==> src/rtl/wfd_pkg.sv <==
// Shared constants and types for the wheel feedback frame decoder.
`timescale 1ns / 1ps

package wfd_pkg;

  localparam logic [7:0] CHAR_OPEN  = 8'h41;  // 'A'
  localparam logic [7:0] CHAR_CLOSE = 8'h42;  // 'B'
  localparam logic [7:0] CHAR_ZERO  = 8'h30;  // '0'
  localparam logic [7:0] CHAR_ONE   = 8'h31;  // '1'
  localparam logic [7:0] CHAR_NINE  = 8'h39;  // '9'

  localparam int unsigned FIELD_COUNT = 4;
  localparam int unsigned FIELD_LEN   = 6;    // direction char + five digits
  localparam int unsigned FIELD_W     = $clog2(FIELD_COUNT + 1);
  localparam int unsigned FIELD_IDX_W = $clog2(FIELD_COUNT);
  localparam int unsigned CHAR_W      = $clog2(FIELD_LEN);

  localparam int unsigned MAG_W   = 17;       // holds 99999
  localparam int unsigned SPEED_W = 20;
  localparam int unsigned QUOT_W  = SPEED_W - 1;

  // floor(m * 256 / 70) == floor(m * 128 / 35) == (m * RECIP) >> RECIP_SHIFT,
  // exact for m below 2^17 (reciprocal error 6 * 2^24 stays under 2^30).
  localparam int unsigned RECIP_W     = 25;
  localparam int unsigned PROD_W      = MAG_W + RECIP_W;
  localparam int unsigned RECIP_SHIFT = 23;
  localparam logic [RECIP_W-1:0] RECIP = 25'd30678338;

  typedef enum logic [1:0] {
    REQ_NONE,
    REQ_CLEAR,
    REQ_WRITE,
    REQ_CLOSE
  } req_kind_e;

  // Request from the parser to the scaler / field store.
  typedef struct packed {
    req_kind_e              kind;
    logic [FIELD_IDX_W-1:0] field;
    logic [MAG_W-1:0]       mag;
    logic                   neg;
    logic                   complete;
  } parse_req_t;

  typedef logic signed [SPEED_W-1:0] speed_t;

endpackage : wfd_pkg

==> src/rtl/wfd_parser.sv <==
// Byte parser: frame state, field/char position, direction and magnitude.
`timescale 1ns / 1ps

module wfd_parser (
  input  logic                clk_i,
  input  logic                rst_ni,
  input  logic                advance_i,
  input  logic                byte_valid_i,
  input  logic [7:0]          byte_i,
  output wfd_pkg::parse_req_t req_o
);
  import wfd_pkg::*;

  logic                   in_frame_q, in_frame_d;
  logic [FIELD_W-1:0]     field_q, field_d;
  logic [CHAR_W-1:0]      char_q, char_d;
  logic                   neg_q, neg_d;
  logic                   ended_q, ended_d;
  logic [MAG_W-1:0]       mag_q, mag_d;
  parse_req_t             req_q, req_d;
  logic                   payload_done;
  logic                   is_digit;
  logic [MAG_W-1:0]       digit_val;

  assign payload_done = (field_q == FIELD_W'(FIELD_COUNT));
  assign is_digit     = (byte_i >= CHAR_ZERO) && (byte_i <= CHAR_NINE);
  assign digit_val    = MAG_W'(byte_i - CHAR_ZERO);

  always_comb begin
    in_frame_d = in_frame_q;
    field_d    = field_q;
    char_d     = char_q;
    neg_d      = neg_q;
    ended_d    = ended_q;
    mag_d      = mag_q;
    req_d      = '0;
    req_d.kind = REQ_NONE;

    if (byte_valid_i) begin
      if (byte_i == CHAR_OPEN) begin
        in_frame_d = 1'b1;
        field_d    = '0;
        char_d     = '0;
        neg_d      = 1'b0;
        ended_d    = 1'b0;
        mag_d      = '0;
        req_d.kind = REQ_CLEAR;
      end else if (in_frame_q && (byte_i == CHAR_CLOSE)) begin
        in_frame_d     = 1'b0;
        req_d.kind     = REQ_CLOSE;
        req_d.complete = payload_done;
      end else if (in_frame_q && !payload_done) begin
        if (char_q == '0) begin
          if (byte_i == CHAR_ZERO) begin
            neg_d = 1'b1;
          end else if (byte_i == CHAR_ONE) begin
            neg_d = 1'b0;
          end
          ended_d = 1'b0;
          mag_d   = '0;
        end else if (!ended_q && is_digit) begin
          mag_d = (mag_q << 3) + (mag_q << 1) + digit_val;
        end else begin
          ended_d = 1'b1;
        end
        if (char_q == CHAR_W'(FIELD_LEN - 1)) begin
          char_d  = '0;
          field_d = field_q + 1'b1;
        end else begin
          char_d = char_q + 1'b1;
        end
        req_d.kind  = REQ_WRITE;
        req_d.field = field_q[FIELD_IDX_W-1:0];
        req_d.mag   = mag_d;
        req_d.neg   = neg_d;
      end
    end
  end

  always_ff @(posedge clk_i or negedge rst_ni) begin
    if (!rst_ni) begin
      in_frame_q <= 1'b0;
      field_q    <= '0;
      char_q     <= '0;
      neg_q      <= 1'b0;
      ended_q    <= 1'b0;
      mag_q      <= '0;
      req_q      <= '0;
    end else if (advance_i) begin
      in_frame_q <= in_frame_d;
      field_q    <= field_d;
      char_q     <= char_d;
      neg_q      <= neg_d;
      ended_q    <= ended_d;
      mag_q      <= mag_d;
      req_q      <= req_d;
    end
  end

  assign req_o = req_q;

endmodule : wfd_parser

==> src/rtl/wfd_scaler.sv <==
// Magnitude to Q8 speed scaling and the per-field speed store.
`timescale 1ns / 1ps

module wfd_scaler (
  input  logic                clk_i,
  input  logic                rst_ni,
  input  logic                advance_i,
  input  wfd_pkg::parse_req_t req_i,
  output logic                res_valid_o,
  output wfd_pkg::speed_t     speed_o [wfd_pkg::FIELD_COUNT],
  output logic                complete_o
);
  import wfd_pkg::*;

  logic [PROD_W-1:0] prod;
  logic [QUOT_W-1:0] quot;
  speed_t            speed_new;
  speed_t            speed_q [FIELD_COUNT];

  // Reciprocal multiply replaces the divide by 70.
  assign prod      = PROD_W'(req_i.mag) * PROD_W'(RECIP);
  assign quot      = prod[RECIP_SHIFT +: QUOT_W];
  assign speed_new = req_i.neg ? -speed_t'({1'b0, quot}) : speed_t'({1'b0, quot});

  always_ff @(posedge clk_i or negedge rst_ni) begin
    if (!rst_ni) begin
      for (int i = 0; i < FIELD_COUNT; i++) begin
        speed_q[i] <= '0;
      end
    end else if (advance_i) begin
      unique case (req_i.kind)
        REQ_CLEAR: begin
          for (int i = 0; i < FIELD_COUNT; i++) begin
            speed_q[i] <= '0;
          end
        end
        REQ_WRITE: speed_q[req_i.field] <= speed_new;
        REQ_NONE,
        REQ_CLOSE: ;
        default: ;
      endcase
    end
  end

  assign res_valid_o = advance_i && (req_i.kind == REQ_CLOSE);
  assign speed_o     = speed_q;
  assign complete_o  = req_i.complete;

endmodule : wfd_scaler

==> src/rtl/wheel_feedback_frame_decoder.sv <==
// Wheel feedback frame decoder top level: input register, parser, scaler, result register.
`timescale 1ns / 1ps
// A closing 'B' request passes the input, parser and result registers to the master side.
// One byte per cycle is taken; the only stall is a closing request that meets a full
//   result register whose request is not yet taken (the input register then fills).
// Reset (rst_ni low, asynchronous): no frame open, field speeds zero, all stages empty.

module wheel_feedback_frame_decoder (
  input  logic        clk_i,
  input  logic        rst_ni,
  // slave side
  input  logic        s_axis_tvalid,
  output logic        s_axis_tready,
  input  logic [7:0]  s_axis_tdata,   // [7:0] rx_byte
  // master side
  output logic        m_axis_tvalid,
  input  logic        m_axis_tready,
  output logic [79:0] m_axis_tdata,   // [19:0] speed_front_left, [39:20] speed_back_left,
                                      // [59:40] speed_back_right, [79:60] speed_front_right
  output logic [0:0]  m_axis_tuser    // [0] frame_complete
);
  import wfd_pkg::*;

  // Input register
  logic       in_valid_q, in_valid_d;
  logic [7:0] in_byte_q;

  // Pipeline control
  logic       advance;
  parse_req_t req;

  // Scaler outputs
  logic       res_valid;
  speed_t     speed [FIELD_COUNT];
  logic       complete;

  // Result register
  logic        out_valid_q, out_valid_d;
  logic [79:0] out_data_q;
  logic        out_user_q;

  // Everything moves unless a close request is waiting on a held result.
  assign advance = !((req.kind == REQ_CLOSE) && out_valid_q && !m_axis_tready);

  // Input register takes a new byte whenever its current one moves on (or it is empty).
  assign s_axis_tready = advance || !in_valid_q;

  always_comb begin
    in_valid_d = in_valid_q;
    if (s_axis_tready) begin
      in_valid_d = s_axis_tvalid;
    end
  end

  always_ff @(posedge clk_i or negedge rst_ni) begin
    if (!rst_ni) begin
      in_valid_q <= 1'b0;
    end else begin
      in_valid_q <= in_valid_d;
    end
  end

  always_ff @(posedge clk_i) begin
    if (s_axis_tready && s_axis_tvalid) begin
      in_byte_q <= s_axis_tdata;
    end
  end

  wfd_parser u_parser (
    .clk_i        (clk_i),
    .rst_ni       (rst_ni),
    .advance_i    (advance),
    .byte_valid_i (in_valid_q),
    .byte_i       (in_byte_q),
    .req_o        (req)
  );

  wfd_scaler u_scaler (
    .clk_i       (clk_i),
    .rst_ni      (rst_ni),
    .advance_i   (advance),
    .req_i       (req),
    .res_valid_o (res_valid),
    .speed_o     (speed),
    .complete_o  (complete)
  );

  // Result register: loads a frame result, clears once the sink takes it.
  always_comb begin
    out_valid_d = out_valid_q;
    if (res_valid) begin
      out_valid_d = 1'b1;
    end else if (m_axis_tready) begin
      out_valid_d = 1'b0;
    end
  end

  always_ff @(posedge clk_i or negedge rst_ni) begin
    if (!rst_ni) begin
      out_valid_q <= 1'b0;
    end else begin
      out_valid_q <= out_valid_d;
    end
  end

  always_ff @(posedge clk_i) begin
    if (res_valid) begin
      out_data_q <= {speed[3], speed[2], speed[1], speed[0]};
      out_user_q <= complete;
    end
  end

  assign m_axis_tvalid = out_valid_q;
  assign m_axis_tdata  = out_data_q;
  assign m_axis_tuser  = out_user_q;

endmodule : wheel_feedback_frame_decoder
==> config.mk <==
export PLATFORM = sky130hd
export DESIGN_NAME = wheel_feedback_frame_decoder
export DESIGN_NICKNAME = d
export VERILOG_FILES = /design/src/rtl/wfd_pkg.sv /design/src/rtl/wfd_parser.sv /design/src/rtl/wfd_scaler.sv /design/src/rtl/wheel_feedback_frame_decoder.sv
export SDC_FILE = /design/constraint.sdc
export NUM_CORES = 1
export LEC_CHECK = 0
export ABC_CLOCK_PERIOD_IN_PS = 17000
export BUFFER_PORTS_ARGS = -buffer_cell sky130_fd_sc_hd__buf_2
export CAP_MARGIN = 20
export CORE_MARGIN = 1.5
export CORE_UTILIZATION = 60
export CTS_BUF_LIST = sky130_fd_sc_hd__clkbuf_16
export CTS_CLUSTER_SIZE = 28
export DETAILED_ROUTE_END_ITERATION = 12
export GPL_TIMING_DRIVEN = 0
export PLACE_DENSITY = 0.88
export SKIP_CTS_REPAIR_TIMING = 1
export SLEW_MARGIN = 30
export SYNTH_ARGS = -nofsm -noshare
export SYNTH_HDL_FRONTEND = slang
export SYNTH_HIERARCHICAL = 1
export SYNTH_SLANG_ARGS = --single-unit
==> constraint.sdc <==
create_clock -name clk_i -period 17 [get_ports clk_i]
set_clock_uncertainty 0.1 [all_clocks]
set_input_delay 3.4 -clock clk_i [delete_from_list [all_inputs] [get_ports clk_i]]
set_output_delay 3.4 -clock clk_i [all_outputs]
set_load 0.01 [all_outputs]
==> impl_results.rst <==
.. list-table::
   :header-rows: 1

   * - Metric
     - Value
   * - Number of nets with antenna violations after routing
     - 0
   * - Count of mapped cells out of synthesis
     - 1,366
   * - Placement row count
     - 57
   * - Total GRT Usage
     - 29.2%
   * - Total power per unit cell area
     - 68.4 nW/um2
   * - Number of warnings issued by yosys
     - 6
   * - Leakage power total
     - 7.86 nW
   * - Slew Viols, Final
     - 0
   * - End of the worst register-to-register path
     - u_scaler/speed_o[17]
   * - Highest clock rate
     - 136 MHz
   * - Unique cell type count in the Yosys netlist
     - 100
   * - Ratio of final minimum period to clock period
     - 43.2%
   * - Met1 layer wirelength in the final routing
     - 14,900 um
   * - Clock transition at path regs
     - 0.06 ns
   * - FF+latch count, synth
     - 220
   * - Vias in the first global route
     - 11,900
   * - Highest metal layer used by the detailed router
     - met4
   * - Setup repair after global routing missed its margin
     - no
   * - Slowest stage cell on the critical path
     - dfrtp_1
   * - Number of clock sinks
     - 220
   * - Setup TNS
     - 0 ns
   * - Total Wirelength
     - 37,100 um
   * - Worst-case clock buffer depth
     - 3
   * - DR vias/cell
     - 6.12
   * - Pin count of the biggest net entering global routing
     - 68
   * - Worst slew margin relative to its limit
     - 43.3%
   * - Clock root buffer
     - clkbuf_16
   * - Most frequent standard cell in the layout excluding fill and tap cells
     - inv_1
   * - Fraction of layout instances using a drive strength above 1
     - 12.0%
   * - Number of top-level pins
     - 95
   * - Cell-internal power
     - 0.876 mW
   * - Count of endpoints failing hold in the final timing report
     - 0
   * - Met2 WL post-DR
     - 18,800 um
   * - Part of the power in the clock network
     - 42.5%
   * - Req. time, crit path
     - 17.25 ns
   * - Ys async rst share
     - 59.5%
   * - Die X-Extent
     - 162 um
   * - Hold/Removal Path Class
     - flip-flop to flip-flop
   * - Peak per-stage delay on the critical path
     - 0.66 ns
   * - Routability-driven placement congestion ratio
     - 0.972
   * - Starting density of the core
     - 61.6%
   * - Max-capacitance violation count
     - 0
   * - Worst setup SP type
     - flip-flop
   * - CTS HTree Levels
     - 1
   * - Detail Route met3 WL
     - 2260 um
   * - EDFF count, synth
     - 89
   * - Number of clock buffers inserted by TritonCTS
     - 22
   * - Setup slack of the critical path after layout
     - 9.65 ns
   * - Worst supply voltage drop on vdd
     - 0.0696 mV
   * - 1st-pass router iterations
     - 7
   * - Post-synthesis sequential area ratio
     - 39.4%
   * - Startpoint of the worst register-to-register path
     - u_parser/req_o[17]
   * - Final #Nets
     - 1,767
   * - Dominant synthesized flop cell
     - dfrtp_1
   * - Logic pwr share
     - 8.0%
   * - Worst setup path class
     - flip-flop to flip-flop
   * - Post-DP HPWL
     - 28,400 um
   * - Wire length per cell
     - 20.3 um
   * - Global-route wire length before repair
     - 60,500 um
   * - Setup slack of the most critical reg-to-reg path
     - 9.65 ns
   * - Drt first-iter violations
     - 812
   * - CTS tree
     - yes
   * - Full die area
     - 26,100 um2
   * - CP Data Arrival Time
     - 7.60 ns
   * - Peak fanout along the critical path
     - 10
   * - Antenna Diode Count
     - 0
   * - Commonest non-fill, non-tap cells in the layout
     - inv_1 (197), ha_1 (163), nand2_1 (133)
   * - Post-Syn Nets
     - 1,646
   * - Final count of negative-setup-slack endpoints
     - 0
   * - Switching power as a share of total power
     - 23.8%
   * - Hold Crit Start
     - u_scaler/speed_o[60]
   * - Count of vias placed by the detailed router
     - 11,200
   * - Worst setup slack before clock tree synthesis
     - 9.66 ns
   * - Number of cells on the worst hold path
     - 0
   * - Port Buffers
     - 94
   * - Average instance area after synthesis
     - 11.1 um2
   * - Core Region
     - 24,500 um2
   * - Antenna violations before repair
     - 0
   * - End of the worst hold path
     - m_axis_tdata[0]
   * - Sequential Power Share
     - 49.5%
   * - Kind of capture point of the worst setup path
     - flip-flop
   * - Drt drc
     - 0
   * - Cell-by-cell listing of the critical path
     - ha_1 -> xor2_1 -> ha_1 -> inv_1 -> fa_1 -> inv_1 -> fa_1 -> inv_1 -> fa_1 -> fa_1 -> inv_1 -> ha_1 -> buf_2 -> a21oi_1 -> o21ai_0 -> a41oi_1 -> nand3_1 -> a211o_1 -> a22oi_1 -> nand2_2 -> o41ai_2 -> xor2_1 -> o21ai_1
   * - Clock latency reported for the late side of the worst-skew pair
     - 0.51 ns
   * - Post-layout min period
     - 7.35 ns
   * - Transition time of the tightest slew-check pin
     - 0.845 ns
   * - Cell count of the worst reg-to-reg path
     - 23
   * - Switching component of the power
     - 0.273 mW
   * - Syn-to-layout area delta
     - 11.1%
   * - Cell area after synthesis
     - 15,100 um2
   * - Status
     - finished, final reports clean
   * - Total grt overflow
     - 0
   * - Chip height
     - 162 um
-- power by group through the flow --
| stage | combinational (mW) | sequential, mW | clock (mW) |
|---|---|---|---|
| 2_1_floorplan | 0.0622 | 0.576 | 0 |
| 3_3_place_gp | 0.0835 | 0.579 | 0 |
| 3_5_place_dp | 0.0893 | 0.579 | 0 |
| 4_1_cts | 0.0908 | 0.569 | 0.492 |
| 5_1_grt | 0.101 | 0.570 | 0.515 |
| 6_report | 0.0915 | 0.569 | 0.488 |
-- area by class of cell --
cell class / count / area, um2
plain buffers: 31 / 151
repair buffers: 97 / 536
flip-flops and latches: 220 / 5950
multi-input cells: 922 / 8290
well taps: 324 / 405
clock buffers: 22 / 551
fillers: 1753 / 7750
clock inverters: 18 / 181
inverters: 193 / 724
-- layer usage --
layer	GRT usage, %	vias to the layer above
met5	0	-
met4	9.67	0
met3	3.58	100
met2	52.6	486
met1	36.8	5569
li1	-	5018
-- cell usage after synthesis, types with 3 or more instances --
| library cell | number | area [um2] |
|---|---|---|
| inv_1 | 192 | 721 |
| ha_1 | 163 | 2040 |
| nand2_1 | 133 | 499 |
| dfrtp_1 | 131 | 3280 |
| fa_1 | 105 | 2100 |
| edfxtp_1 | 89 | 2670 |
| o21ai_0 | 89 | 445 |
| a21oi_1 | 54 | 270 |
| nor2_1 | 37 | 139 |
| xnor2_1 | 32 | 280 |
| a22o_1 | 26 | 228 |
| o21ai_1 | 24 | 120 |
| clkbuf_1 | 20 | 75.1 |
| a21o_1 | 16 | 120 |
| xor2_1 | 15 | 131 |
| nand3_1 | 14 | 70.1 |
| nand4_1 | 14 | 87.6 |
| mux2i_1 | 12 | 120 |
| nor3_1 | 12 | 60.1 |
| a31oi_1 | 10 | 62.6 |
| and2_1 | 10 | 62.6 |
| o2bb2ai_1 | 10 | 87.6 |
| o211ai_1 | 8 | 60.1 |
| and3_1 | 7 | 43.8 |
| o31ai_1 | 7 | 52.6 |
| a221o_1 | 6 | 60.1 |
| a22oi_1 | 6 | 45.0 |
| nor2b_1 | 5 | 31.3 |
| or3_1 | 5 | 31.3 |
| a211oi_1 | 4 | 30.0 |
| buf_2 | 4 | 20.0 |
| nor3b_1 | 4 | 30.0 |
| a211o_1 | 3 | 26.3 |
| a21boi_0 | 3 | 22.5 |
| a221oi_1 | 3 | 26.3 |
| a41oi_1 | 3 | 26.3 |
| buf_4 | 3 | 22.5 |
| nand2b_1 | 3 | 18.8 |
| o21a_1 | 3 | 22.5 |
| o21bai_1 | 3 | 22.5 |
| o22ai_1 | 3 | 18.8 |
-- stage by stage --
step	util (%)	std cells	cell area, um2	total power [mW]	hold WS, ns
floorplan	-	1366	15100	0.639	0.325
global placement	65.1	1784	16000	0.662	0.328
detailed placement	65.4	1787	16100	0.668	0.331
CTS	68.4	1827	16800	1.15	0.343
global route	68.4	1827	16800	1.19	0.359
finish	68.4	1827	16800	1.15	0.345
-- sequential cells by signal (all words and copies together) (netlist names) --
signal,count
m_axis_tdata,80
u_parser/req_o,23
u_parser/in_frame_q,1
u_parser/field_q,3
in_valid_q,1
m_axis_tuser,1
u_parser/neg_q,1
u_parser/ended_q,1
u_scaler/speed_o,80
u_parser/char_q,3
m_axis_tvalid,1
in_byte_q,8
u_parser/mag_q,17
-- logic make-up (layout without fill, tap and decap cells) --
group | after synthesis | count (layout) | synth area share (%)
muxes | 12 | 12 | 0.795
and+or+nand+nor | 276 | 276 | 9.30
AOI/OAI and AO/OA | 318 | 318 | 14.5
DFF | 220 | 220 | 39.4
xor gates and xnor gates | 48 | 48 | 2.83
adders and majority gates | 268 | 268 | 27.4
buffers and inverters | 224 | 361 | 5.80
-- critical path, delay by kind of cell, from the launching register on --
family	cells	cell delay [ns]
and+or+nand+nor	2	0.49
buffers and inverters	5	0.44
adders and majority gates	7	3.05
DFF	1	0.66
AOI/OAI and AO/OA	7	1.90
xor gates and xnor gates	2	0.54
-- how the worst max path moves through the flow --
stage,from,to
final,u_parser/req_o[17],u_scaler/speed_o[17]
after global routing,u_parser/req_o[17],u_scaler/speed_o[17]
after CTS,m_axis_tready,s_axis_tready
after detailed placement,m_axis_tready,s_axis_tready
after global placement,m_axis_tready,s_axis_tready
after floorplan,m_axis_tready,s_axis_tready
(Power assumes the default switching activity.)
